<file path="src/hw/rtl/ssp_pkg.sv">
`timescale 1ns / 1ps
// ----------------------------------------------------------------------------
// ssp_pkg
// Shared types and constants of the server selection policy block.
// ----------------------------------------------------------------------------
package ssp_pkg;

    localparam int OP_W        = 3;
    localparam int MODE_W      = 2;
    localparam int SLOT_W      = 4;
    localparam int WGT_W       = 16;
    localparam int CONN_W      = 16;
    localparam int RSP_W       = 16;
    localparam int RND_W       = 20;
    localparam int CTR_W       = 32;
    localparam int AVG_W       = 20;
    localparam int SUM_W       = 24;
    localparam int PROD_W      = 2 * SUM_W;
    localparam int DIV_CNT_W   = 5;
    localparam int IN_TDATA_W  = 80;
    localparam int OUT_TDATA_W = 120;

    localparam logic [OP_W-1:0] OP_ADD    = 3'd0;
    localparam logic [OP_W-1:0] OP_REMOVE = 3'd1;
    localparam logic [OP_W-1:0] OP_SETW   = 3'd2;
    localparam logic [OP_W-1:0] OP_SELECT = 3'd3;
    localparam logic [OP_W-1:0] OP_REPORT = 3'd4;
    localparam logic [OP_W-1:0] OP_SETC   = 3'd5;
    localparam logic [OP_W-1:0] OP_READ   = 3'd6;

    localparam logic [MODE_W-1:0] MODE_RR  = 2'd0;
    localparam logic [MODE_W-1:0] MODE_LC  = 2'd1;
    localparam logic [MODE_W-1:0] MODE_WR  = 2'd2;
    localparam logic [MODE_W-1:0] MODE_LRT = 2'd3;

    // Reciprocal of ten, scaled by two to the DIV10_SHIFT.
    localparam logic [SUM_W-1:0] DIV10_MUL   = 24'd13421773;
    localparam int               DIV10_SHIFT = 27;
    localparam logic [AVG_W-1:0] AVG_MAX     = 20'hFFFFF;

    typedef struct packed {
        logic [WGT_W-1:0]  weight;
        logic [CONN_W-1:0] conn;
        logic [CTR_W-1:0]  total;
        logic [CTR_W-1:0]  failed;
        logic [AVG_W-1:0]  avg;
    } t_entry;

    typedef struct packed {
        logic load;
        logic rd_slot;
        logic exec;
        logic mul;
        logic wr_report;
        logic scan_step;
        logic scan_drain;
        logic div_step;
        logic rr_step;
        logic rr_inc;
        logic out_load;
    } t_cmd;

    typedef struct packed {
        logic [OP_W-1:0]   op;
        logic [MODE_W-1:0] mode;
        logic              cnt_zero;
        logic              scan_last;
        logic              div_last;
        logic              out_free;
    } t_sts;

endpackage

</file>
<file path="src/hw/rtl/ssp_ctrl.sv">
`timescale 1ns / 1ps
// ----------------------------------------------------------------------------
// ssp_ctrl
// Sequencer that steps the datapath through one request at a time.
// ----------------------------------------------------------------------------
module ssp_ctrl (
    input  logic          i_clk,
    input  logic          i_rst_n,
    input  logic          i_s_axis_tvalid,
    output logic          o_s_axis_tready,
    input  ssp_pkg::t_sts i_sts,
    output ssp_pkg::t_cmd o_cmd
);

    localparam logic [3:0] S_IDLE   = 4'd0;
    localparam logic [3:0] S_RD     = 4'd1;
    localparam logic [3:0] S_EXEC   = 4'd2;
    localparam logic [3:0] S_MUL    = 4'd3;
    localparam logic [3:0] S_WR     = 4'd4;
    localparam logic [3:0] S_SCAN   = 4'd5;
    localparam logic [3:0] S_DRAIN  = 4'd6;
    localparam logic [3:0] S_MOD    = 4'd7;
    localparam logic [3:0] S_RRSCAN = 4'd8;
    localparam logic [3:0] S_OUT    = 4'd9;

    logic [3:0] r_state;
    logic [3:0] n_state;

    always_ff @(posedge i_clk) begin
        if (!i_rst_n) begin
            r_state <= S_IDLE;
        end else begin
            r_state <= n_state;
        end
    end

    assign o_s_axis_tready = (r_state == S_IDLE);

    always_comb begin
        n_state = r_state;
        o_cmd   = '0;
        case (r_state)
            S_IDLE: begin
                if (i_s_axis_tvalid) begin
                    o_cmd.load = 1'b1;
                    n_state    = S_RD;
                end
            end
            S_RD: begin
                o_cmd.rd_slot = 1'b1;
                if (i_sts.op == ssp_pkg::OP_SELECT) begin
                    if (i_sts.cnt_zero) begin
                        n_state = S_OUT;
                    end else if (i_sts.mode == ssp_pkg::MODE_RR) begin
                        n_state = S_MOD;
                    end else begin
                        n_state = S_SCAN;
                    end
                end else begin
                    n_state = S_EXEC;
                end
            end
            S_EXEC: begin
                o_cmd.exec = 1'b1;
                n_state    = (i_sts.op == ssp_pkg::OP_REPORT) ? S_MUL : S_OUT;
            end
            S_MUL: begin
                o_cmd.mul = 1'b1;
                n_state   = S_WR;
            end
            S_WR: begin
                o_cmd.wr_report = 1'b1;
                n_state         = S_OUT;
            end
            S_SCAN: begin
                o_cmd.scan_step = 1'b1;
                if (i_sts.scan_last) begin
                    n_state = S_DRAIN;
                end
            end
            S_DRAIN: begin
                o_cmd.scan_drain = 1'b1;
                n_state          = S_OUT;
            end
            S_MOD: begin
                o_cmd.div_step = 1'b1;
                if (i_sts.div_last) begin
                    n_state = S_RRSCAN;
                end
            end
            S_RRSCAN: begin
                o_cmd.rr_step = 1'b1;
                if (i_sts.scan_last) begin
                    o_cmd.rr_inc = 1'b1;
                    n_state      = S_OUT;
                end
            end
            S_OUT: begin
                if (i_sts.out_free) begin
                    o_cmd.out_load = 1'b1;
                    n_state        = S_IDLE;
                end
            end
            default: begin
                n_state = S_IDLE;
            end
        endcase
    end

endmodule

</file>
<file path="src/hw/rtl/ssp_datapath.sv">
`timescale 1ns / 1ps
// ----------------------------------------------------------------------------
// ssp_datapath
// Slot table, statistics arithmetic, selection scans and result register.
// ----------------------------------------------------------------------------
module ssp_datapath #(
    parameter int MAX_SERVERS = 16
) (
    input  logic                                i_clk,
    input  logic                                i_rst_n,
    input  logic                                i_cfg_wr_en,
    input  logic [ssp_pkg::MODE_W-1:0]          i_cfg_wr_data,
    input  logic [ssp_pkg::IN_TDATA_W-1:0]      i_s_axis_tdata,
    input  logic [ssp_pkg::OP_W-1:0]            i_s_axis_tuser,
    output logic                                o_m_axis_tvalid,
    input  logic                                i_m_axis_tready,
    output logic [ssp_pkg::OUT_TDATA_W-1:0]     o_m_axis_tdata,
    output logic                                o_m_axis_tuser,
    input  ssp_pkg::t_cmd                       i_cmd,
    output ssp_pkg::t_sts                       o_sts
);

    localparam int IW = $clog2(MAX_SERVERS);
    localparam int CW = $clog2(MAX_SERVERS + 1);
    localparam int SW = (IW > ssp_pkg::SLOT_W) ? IW : ssp_pkg::SLOT_W;

    ssp_pkg::t_entry mem [MAX_SERVERS];
    ssp_pkg::t_entry r_rd;
    ssp_pkg::t_entry w_data;
    logic            w_en;
    logic [IW-1:0]   rd_addr;

    logic [ssp_pkg::OP_W-1:0]   r_op;
    logic [ssp_pkg::SLOT_W-1:0] r_slot;
    logic [ssp_pkg::WGT_W-1:0]  r_wv;
    logic                       r_ok;
    logic [ssp_pkg::RSP_W-1:0]  r_rms;
    logic [ssp_pkg::CONN_W-1:0] r_cv;
    logic [ssp_pkg::RND_W-1:0]  r_rnd;

    logic [ssp_pkg::MODE_W-1:0] r_mode;
    logic [MAX_SERVERS-1:0]     r_valid;
    logic [CW-1:0]              r_cnt;
    logic [ssp_pkg::CTR_W-1:0]  r_rr;
    logic                       r_sv;

    logic [IW-1:0]              r_idx;
    logic [IW-1:0]              r_pidx;
    logic                       r_pend;
    logic                       r_have;
    logic                       r_hit;
    logic [IW-1:0]              r_best;
    logic [IW-1:0]              r_first;
    logic [ssp_pkg::AVG_W-1:0]  r_bestv;
    logic [ssp_pkg::CTR_W-1:0]  r_run;
    logic [CW-1:0]              r_seen;
    logic [CW-1:0]              r_rem;
    logic [ssp_pkg::DIV_CNT_W-1:0] r_dcnt;

    logic [IW-1:0]              n_best;
    logic [IW-1:0]              n_first;
    logic [ssp_pkg::AVG_W-1:0]  n_bestv;
    logic [ssp_pkg::CTR_W-1:0]  n_run;
    logic [CW-1:0]              n_seen;
    logic                       n_have;
    logic                       n_hit;

    logic [ssp_pkg::SUM_W-1:0]  r_sum;
    logic [ssp_pkg::PROD_W-1:0] r_prod;

    logic                         r_ovalid;
    logic [ssp_pkg::OUT_TDATA_W-1:0] r_otdata;
    logic [ssp_pkg::OUT_TDATA_W-1:0] n_otdata;
    logic                         r_otuser;

    logic [SW-1:0]              slot_ext;
    logic [IW-1:0]              s_idx;
    logic                       slot_in_range;
    logic                       eval_en;
    logic [ssp_pkg::CTR_W-1:0]  run_sum;
    logic [ssp_pkg::AVG_W-1:0]  key;
    logic [IW-1:0]              chosen_idx;
    logic [SW-1:0]              chosen_ext;
    logic [CW:0]                rem2;
    logic [CW:0]                rem_sub;
    logic [ssp_pkg::AVG_W:0]    avg_q;
    logic [ssp_pkg::AVG_W-1:0]  avg_new;
    logic                       is_sel;
    logic                       show_stats;

    assign slot_ext = SW'(r_slot);
    assign s_idx    = slot_ext[IW-1:0];
    assign slot_in_range = (32'(r_slot) < MAX_SERVERS);
    assign rd_addr  = i_cmd.scan_step ? r_idx : s_idx;
    assign eval_en  = (i_cmd.scan_step || i_cmd.scan_drain) && r_pend;
    assign run_sum  = r_run + ssp_pkg::CTR_W'(r_rd.weight);
    assign key      = (r_mode == ssp_pkg::MODE_LC) ? ssp_pkg::AVG_W'(r_rd.conn) : r_rd.avg;
    assign rem2     = {r_rem, r_rr[5'd31 - r_dcnt]};
    assign rem_sub  = rem2 - {1'b0, r_cnt};
    assign avg_q    = r_prod[ssp_pkg::DIV10_SHIFT +: (ssp_pkg::AVG_W + 1)];
    assign avg_new  = avg_q[ssp_pkg::AVG_W] ? ssp_pkg::AVG_MAX : avg_q[ssp_pkg::AVG_W-1:0];
    assign chosen_idx = (r_mode == ssp_pkg::MODE_WR && !r_hit) ? r_first : r_best;
    assign chosen_ext = SW'(chosen_idx);
    assign is_sel     = (r_op == ssp_pkg::OP_SELECT);
    assign show_stats = (r_op == ssp_pkg::OP_READ) && r_sv;

    always_comb begin
        w_en   = 1'b0;
        w_data = r_rd;
        if (i_cmd.exec) begin
            case (r_op)
                ssp_pkg::OP_ADD: begin
                    w_en          = slot_in_range;
                    w_data        = '0;
                    w_data.weight = r_wv;
                end
                ssp_pkg::OP_SETW: begin
                    w_en          = r_sv;
                    w_data.weight = r_wv;
                end
                ssp_pkg::OP_SETC: begin
                    w_en        = r_sv;
                    w_data.conn = r_cv;
                end
                default: begin
                    w_en = 1'b0;
                end
            endcase
        end else if (i_cmd.wr_report) begin
            w_en          = r_sv;
            w_data.total  = r_rd.total + 1'b1;
            w_data.failed = r_rd.failed + ssp_pkg::CTR_W'(!r_ok);
            w_data.avg    = avg_new;
        end
    end

    always_ff @(posedge i_clk) begin
        if (w_en) begin
            mem[s_idx] <= w_data;
        end
        if (i_cmd.rd_slot || i_cmd.scan_step) begin
            r_rd <= mem[rd_addr];
        end
    end

    always_comb begin
        n_best  = r_best;
        n_first = r_first;
        n_bestv = r_bestv;
        n_run   = r_run;
        n_seen  = r_seen;
        n_have  = r_have;
        n_hit   = r_hit;
        if (eval_en && r_valid[r_pidx]) begin
            if (r_mode == ssp_pkg::MODE_WR) begin
                if (!r_have) begin
                    n_have  = 1'b1;
                    n_first = r_pidx;
                end
                if (!r_hit) begin
                    n_run = run_sum;
                    if (ssp_pkg::CTR_W'(r_rnd) < run_sum) begin
                        n_hit  = 1'b1;
                        n_best = r_pidx;
                    end
                end
            end else if (!r_have || key < r_bestv) begin
                n_have  = 1'b1;
                n_best  = r_pidx;
                n_bestv = key;
            end
        end
        if (i_cmd.rr_step && r_valid[r_idx] && !r_hit) begin
            if (r_seen == r_rem) begin
                n_hit  = 1'b1;
                n_have = 1'b1;
                n_best = r_idx;
            end else begin
                n_seen = r_seen + 1'b1;
            end
        end
    end

    always_ff @(posedge i_clk) begin
        if (i_cmd.load) begin
            r_op   <= i_s_axis_tuser;
            r_slot <= i_s_axis_tdata[3:0];
            r_wv   <= i_s_axis_tdata[19:4];
            r_ok   <= i_s_axis_tdata[20];
            r_rms  <= i_s_axis_tdata[36:21];
            r_cv   <= i_s_axis_tdata[52:37];
            r_rnd  <= i_s_axis_tdata[72:53];
        end
        if (i_cmd.rd_slot) begin
            r_sv    <= slot_in_range && r_valid[s_idx];
            r_idx   <= '0;
            r_pidx  <= '0;
            r_pend  <= 1'b0;
            r_have  <= 1'b0;
            r_hit   <= 1'b0;
            r_best  <= '0;
            r_first <= '0;
            r_bestv <= '0;
            r_run   <= '0;
            r_seen  <= '0;
            r_rem   <= '0;
            r_dcnt  <= '0;
        end else begin
            r_best  <= n_best;
            r_first <= n_first;
            r_bestv <= n_bestv;
            r_run   <= n_run;
            r_seen  <= n_seen;
            r_have  <= n_have;
            r_hit   <= n_hit;
            if (i_cmd.scan_step) begin
                r_pidx <= r_idx;
                r_pend <= 1'b1;
                r_idx  <= r_idx + 1'b1;
            end else if (i_cmd.scan_drain) begin
                r_pend <= 1'b0;
            end else if (i_cmd.rr_step) begin
                r_idx <= r_idx + 1'b1;
            end
            if (i_cmd.div_step) begin
                r_rem  <= rem_sub[CW] ? rem2[CW-1:0] : rem_sub[CW-1:0];
                r_dcnt <= r_dcnt + 1'b1;
            end
        end
        if (i_cmd.exec) begin
            r_sum <= {4'b0, r_rms, 4'b0}
                   + ssp_pkg::SUM_W'(r_rd.avg) * ssp_pkg::SUM_W'(9);
        end
        if (i_cmd.mul) begin
            r_prod <= {{ssp_pkg::SUM_W{1'b0}}, r_sum}
                    * {{ssp_pkg::SUM_W{1'b0}}, ssp_pkg::DIV10_MUL};
        end
    end

    always_ff @(posedge i_clk) begin
        if (!i_rst_n) begin
            r_mode  <= ssp_pkg::MODE_RR;
            r_valid <= '0;
            r_cnt   <= '0;
            r_rr    <= '0;
        end else begin
            if (i_cfg_wr_en) begin
                r_mode <= i_cfg_wr_data;
            end
            if (i_cmd.exec && slot_in_range) begin
                if (r_op == ssp_pkg::OP_ADD) begin
                    r_valid[s_idx] <= 1'b1;
                    if (!r_valid[s_idx]) begin
                        r_cnt <= r_cnt + 1'b1;
                    end
                end else if (r_op == ssp_pkg::OP_REMOVE) begin
                    r_valid[s_idx] <= 1'b0;
                    if (r_valid[s_idx]) begin
                        r_cnt <= r_cnt - 1'b1;
                    end
                end
            end
            if (i_cmd.rr_inc) begin
                r_rr <= r_rr + 1'b1;
            end
        end
    end

    always_ff @(posedge i_clk) begin
        if (!i_rst_n) begin
            r_ovalid <= 1'b0;
        end else if (i_cmd.out_load) begin
            r_ovalid <= 1'b1;
        end else if (i_m_axis_tready) begin
            r_ovalid <= 1'b0;
        end
    end

    always_comb begin
        n_otdata      = '0;
        n_otdata[3:0] = is_sel ? chosen_ext[3:0] : r_slot;
        if (show_stats) begin
            n_otdata[19:4]    = r_rd.weight;
            n_otdata[35:20]   = r_rd.conn;
            n_otdata[67:36]   = r_rd.total;
            n_otdata[99:68]   = r_rd.failed;
            n_otdata[119:100] = r_rd.avg;
        end
    end

    always_ff @(posedge i_clk) begin
        if (i_cmd.out_load) begin
            r_otuser <= is_sel ? r_have : r_sv;
            r_otdata <= n_otdata;
        end
    end

    assign o_m_axis_tvalid = r_ovalid;
    assign o_m_axis_tdata  = r_otdata;
    assign o_m_axis_tuser  = r_otuser;

    assign o_sts.op        = r_op;
    assign o_sts.mode      = r_mode;
    assign o_sts.cnt_zero  = (r_cnt == '0);
    assign o_sts.scan_last = (r_idx == IW'(MAX_SERVERS - 1));
    assign o_sts.div_last  = (r_dcnt == '1);
    assign o_sts.out_free  = !r_ovalid || i_m_axis_tready;

`ifndef SYNTHESIS
    a_cnt_match: assert property (@(posedge i_clk) disable iff (!i_rst_n)
        r_cnt == CW'($countones(r_valid)))
        else $error("valid count differs from valid bits");
    a_rem_below: assert property (@(posedge i_clk) disable iff (!i_rst_n)
        i_cmd.div_step |-> (r_rem < r_cnt))
        else $error("remainder not below valid count");
    a_rr_hit: assert property (@(posedge i_clk) disable iff (!i_rst_n)
        i_cmd.rr_inc |=> r_hit)
        else $error("round robin scan found no slot");
    a_out_free: assert property (@(posedge i_clk) disable iff (!i_rst_n)
        i_cmd.out_load |-> (!r_ovalid || i_m_axis_tready))
        else $error("result overwritten before taken");
`endif

endmodule

</file>
<file path="src/hw/rtl/server_selection_policy.sv">
`timescale 1ns / 1ps
// ----------------------------------------------------------------------------
// server_selection_policy
// Server slot table with round robin, least connections, weighted and
// least response time selection.
// ----------------------------------------------------------------------------
// Requests enter on the s_axis channel: tuser carries the operation and
// tdata the slot, weight, success flag, response time, connection count
// and random value. Each request gives one result on m_axis: tuser is the
// found flag, tdata the chosen slot and the slot statistics.
// The user writes the policy register through i_cfg_wr_en and i_cfg_wr_data
// only while no request is in flight; the block does not enforce this.
// One request is handled at a time. Add, remove, set and read pass the
// slot read and execute states to the result register, a report also the
// multiply and write back states. A least connections, least response time
// or weighted select scans the table through its one read port; a round
// robin select first runs a bit-serial modulo, then scans the valid bits.
// Reset clears all slot valid bits, the round robin counter and the policy.
// When the receiver stalls, the result holds; the next request is accepted
// and worked on, and waits for the result register to empty.
// ----------------------------------------------------------------------------
module server_selection_policy #(
    parameter int MAX_SERVERS = 16
) (
    input  logic                              i_clk,
    input  logic                              i_rst_n,
    input  logic                              i_cfg_wr_en,
    input  logic [ssp_pkg::MODE_W-1:0]        i_cfg_wr_data,
    input  logic                              i_s_axis_tvalid,
    output logic                              o_s_axis_tready,
    // slot, weight_value, success, response_ms, conn_value, rand_value
    input  logic [ssp_pkg::IN_TDATA_W-1:0]    i_s_axis_tdata,
    // op
    input  logic [ssp_pkg::OP_W-1:0]          i_s_axis_tuser,
    output logic                              o_m_axis_tvalid,
    input  logic                              i_m_axis_tready,
    // chosen_slot, stat_weight, stat_connections, stat_total, stat_failed,
    // stat_resp_avg
    output logic [ssp_pkg::OUT_TDATA_W-1:0]   o_m_axis_tdata,
    // found
    output logic                              o_m_axis_tuser
);

    ssp_pkg::t_cmd cmd;
    ssp_pkg::t_sts sts;

    ssp_ctrl u_ctrl (
        .i_clk           (i_clk),
        .i_rst_n         (i_rst_n),
        .i_s_axis_tvalid (i_s_axis_tvalid),
        .o_s_axis_tready (o_s_axis_tready),
        .i_sts           (sts),
        .o_cmd           (cmd)
    );

    ssp_datapath #(
        .MAX_SERVERS (MAX_SERVERS)
    ) u_datapath (
        .i_clk           (i_clk),
        .i_rst_n         (i_rst_n),
        .i_cfg_wr_en     (i_cfg_wr_en),
        .i_cfg_wr_data   (i_cfg_wr_data),
        .i_s_axis_tdata  (i_s_axis_tdata),
        .i_s_axis_tuser  (i_s_axis_tuser),
        .o_m_axis_tvalid (o_m_axis_tvalid),
        .i_m_axis_tready (i_m_axis_tready),
        .o_m_axis_tdata  (o_m_axis_tdata),
        .o_m_axis_tuser  (o_m_axis_tuser),
        .i_cmd           (cmd),
        .o_sts           (sts)
    );

endmodule

</file>
<file path="config.mk">
export PLATFORM = sky130hd
export DESIGN_NAME = server_selection_policy
export DESIGN_NICKNAME = d
export VERILOG_FILES = /design/src/hw/rtl/ssp_pkg.sv /design/src/hw/rtl/ssp_ctrl.sv /design/src/hw/rtl/ssp_datapath.sv /design/src/hw/rtl/server_selection_policy.sv
export SDC_FILE = /design/constraint.sdc
export NUM_CORES = 2
export LEC_CHECK = 0
export BUFFER_PORTS_ARGS = -buffer_cell sky130_fd_sc_hd__buf_4
export CORE_ASPECT_RATIO = 0.75
export CORE_MARGIN = 2
export CORE_UTILIZATION = 60
export DETAILED_ROUTE_END_ITERATION = 10
export GPL_TIMING_DRIVEN = 0
export HOLD_SLACK_MARGIN = 0.03
export PLACE_DENSITY_LB_ADDON = 0.25
export SLEW_MARGIN = 10
export SYNTH_ARGS = -nofsm -noshare
export SYNTH_HDL_FRONTEND = slang
export SYNTH_SLANG_ARGS = --single-unit
</file>
<file path="constraint.sdc">
create_clock -name i_clk -period 17.63 [get_ports i_clk]
set_input_delay 4.4075 -clock i_clk [delete_from_list [all_inputs] [get_ports i_clk]]
set_output_delay 4.4075 -clock i_clk [all_outputs]
set_load 0.01 [all_outputs]
</file>
==> impl_metrics.csv <==
group,metric,value,unit
run_status,status,"completed",
timing,timing.fmax,125,MHz
timing,period_minus_slack,7.97,ns
synthesis,synth_area,107000,um2
setup_path,cp_common_cell,"fa_1",
floorplan,die_area,182000,um2
clock_tree,numCtsBuffers,214,
placed_design,dp.final_hpwl,209000,um
layout,fill_cells,11996,
setup_path,slowest_delay,0.62,ns
setup_path,cp.required,18.21,ns
grt,grt_pass1_wl,446000,um
hold_path,hold_start,"u_datapath.r_dcnt[4]",
synthesis,syn_area_per_cell,12.5,um2
timing,worst_pin_slew,1.44,ns
setup_path,regToRegStartpoint,"u_datapath.r_sum[8]",
synthesis,netlist_top_cells_area,"edfxtp_1 62%, nand2_1 7.2%, ha_1 4.3%, fa_1 4.3%, dfxtp_1 2.7%",
floorplan,pin_count,213,
grt,grt_max_degree,78,
clock_tree,cts_tree,"built",
drt,viasPerCell,6.27,
floorplan,fp.dieW,492,um
synthesis,ys_types,81,
setup_path,crit_type,"reg2reg",
timing,hold_viol,0,
drt,wl,303000,um
drt,post_drt_wl_per_cell,25.9,um
hold_path,hold_depth,2,
setup_path,cp_slowest_cell,"a2111oi_2",
clock_tree,cts_max_level,4,
setup_path,crit_path_max_fanout,8,
grt,track_usage,33.0,%
clock_tree,cts_buffer_depth,3,
placed_design,gp_congestion,0.929,
timing,rsz0062_at_grt,"no",
hold_path,min_path_type,"reg2reg",
grt,grt_pass1_vias,70853,
setup_path,crit-reg2reg-capture,"u_datapath.r_prod[47]",
setup_path,crit_path_start_kind,"register",
clock_tree,ctsHoldBuffers,0,
timing,finalSetupViolCount,0,
layout,multi_input_area,34300,um2
timing,fin_setup_tns,0,ns
placed_design,portBuffers,204,
timing,fin_crit_sh,45.2,%
drt,ant_nets,0,
synthesis,ys_ff_latch,2361,
setup_path,cp.arrival,8.55,ns
layout,drive_gt1_share,10.5,%
clock_tree,postCtsSetupBuffers,0,
synthesis,synth_flop_cell,"edfxtp_1",
drt,drc_errors,0,
floorplan,coreArea,178000,um2
timing,slew_headroom,3.93,%
synthesis,synth-edff-count,2215,
setup_path,crit_chain,"ha_1 -> clkbuf_1 -> xor2_1 -> ha_1 -> a21oi_1 -> fa_1 -> fa_1 -> fa_1 -> inv_1 -> fa_1 -> inv_1 -> fa_1 -> inv_1 -> ha_1 -> nand2_1 -> o211ai_1 -> o221ai_1 -> a2111oi_2 -> o21ai_0 -> o31ai_2 -> a41o_1 -> a211o_1 -> a21oi_1 -> xnor2_1",
floorplan,dieHeight,370,um
grt,antenna_found_initial,19,
hold_path,holdPathEnd,"u_datapath.r_dcnt[4]",
timing,skew,0.0673,ns
synthesis,yosys_warnings,0,
floorplan,rows,134,
synthesis,async_flop_share,0,%
layout,area_delta_synth_final,13.5,%
clock_tree,cts.sinks,2361,
clock_tree,path_clk_slew,0.07,ns
drt,drtPass1Iterations,6,
setup_path,regToRegSetupSlack,9.66,ns
clock_tree,post_cts_resized,0,
grt,globalRouteOverflowTotal,0,
synthesis,syn-num-nets,9251,
drt,vias,73528,
synthesis,yosys.area.top_type,"edfxtp_1",
setup_path,crit_start,"u_datapath.r_sum[8]",
setup_path,r2r_cells,24,
timing,final-max-slew-violation-count,0,
setup_path,critical_path.endpoint_type,"register",
clock_tree,clkLatencyLatePin,0.89,ns
drt,drt_iter0_drc,11089,
synthesis,yosysTopAreaCellShare,62.1,%
layout,regArea,69400,um2
run,maxCapViolations,0,
layout,final_nets,9839,
clock_tree,cts_root_buffer,"clkbuf_16",
floorplan,start_util,60.3,%
synthesis,syn_inst,8564,
synthesis,seq_area_frac_synth,64.8,%
stage by stage:
| step | utilization [%] | hold slack, ns | cells | cell area, um2 | setup slack (ns) |
|---|---|---|---|---|---|
| floorplan | - | 0.459 | 8564 | 107000 | 7.13 |
| global placement | 62.9 | 0.468 | 11148 | 112000 | -0.0467 |
| detailed placement | 64.5 | 0.476 | 11315 | 115000 | 9.68 |
| CTS | 68.4 | 0.491 | 11710 | 121000 | 9.66 |
| global route | 68.4 | 0.507 | 11715 | 122000 | 9.24 |
| finish | 68.5 | 0.493 | 11735 | 122000 | 9.66 |
per-layer routing:
metal	routed length, um	part of all wire (%)	vias up	global-route usage (%)
li1	-	-	32048	-
met1	116000	38	35945	46.2
met2	134000	44	4813	48.9
met3	38600	13	716	8.60
met4	14700	4.8	6	15.0
met5	47	0.015	-	0
Yosys cell counts, types with 140 or more instances:
library cell	n
a21oi_1	233
a311oi_1	236
a31oi_1	237
and2_1	160
and3_1	381
buf_2	140
clkbuf_1	308
dfxtp_1	146
edfxtp_1	2215
fa_1	228
ha_1	369
inv_1	450
nand2_1	2053
nand3_1	335
nor2_1	222
worst max path at each step:
stage | end | slack [ns] | depth (start not counted)
after floorplan | u_datapath.o_m_axis_tdata[0] | 7.13 | 2
after global placement | u_datapath.mem[2][39] | -0.05 | 6
after detailed placement | u_datapath.r_prod[47] | 9.68 | 24
after CTS | u_datapath.r_prod[47] | 9.66 | 24
after global routing | u_datapath.r_prod[47] | 9.24 | 24
final | u_datapath.r_prod[47] | 9.66 | 24
state kept, by name (all words and copies together), names as in the netlist, 5 cells and up, named ones only:
register / cells
u_datapath.mem: 1856
u_datapath.o_m_axis_tdata: 120
u_datapath.r_bestv: 20
u_datapath.r_cnt: 5
u_datapath.r_cv: 16
u_datapath.r_dcnt: 5
u_datapath.r_prod: 21
u_datapath.r_rd: 116
u_datapath.r_rem: 5
u_datapath.r_rms: 16
u_datapath.r_rnd: 20
u_datapath.r_rr: 32
u_datapath.r_run: 32
u_datapath.r_seen: 5
u_datapath.r_sum: 24
u_datapath.r_wv: 16
cells in the final DEF, fill, tap and decap left out, types with 141 or more instances in the layout:
cell type  count
buf_2        141
clkbuf_16    216
buf_4        277
a31oi_1      237
dfxtp_1      146
and2_1       159
clkbuf_1     331
fa_1         228
nand2_1     2053
ha_1         369
and3_1       381
edfxtp_1    2215
a21oi_1      233
a311oi_1     236
nor2_1       205
inv_1        450
nand3_1      335
cell type report:
type                            count  share of cell area, %
Buffer                            477                   1.65
Multi-Input combinational cell   5274                   28.2
Clock buffer                      261                   4.62
Tap cell                         2380                   2.45
Antenna cell                       24                 0.0494
Inverter                          452                   1.40
Clock inverter                    134                   1.10
Sequential cell                  2361                   57.1
Timing Repair Buffer              372                   3.39
cell families after synthesis:
logic type | count (synthesis) | synth area share (%)
AND/OR/NAND/NOR | 3350 | 13.8
buffers and inverters | 929 | 3.44
XOR/XNOR | 141 | 1.15
flip-flops | 2361 | 64.8
AO/OA/AOI/OAI | 1092 | 6.94
adder cells (fa/ha/maj) | 597 | 8.57
multiplexers | 94 | 1.22
critical path: cells and delay by family (launching register included):
family,cells,cell delay (ns)
flip-flops,1,0.58
adder cells (fa/ha/maj),8,3.35
buffers and inverters,4,0.50
XOR/XNOR,2,0.29
AO/OA/AOI/OAI,9,2.94
AND/OR/NAND/NOR,1,0.06
Power is not shown: default switching activity piles up to over one toggle a cycle in this logic, so the estimate is an artifact.
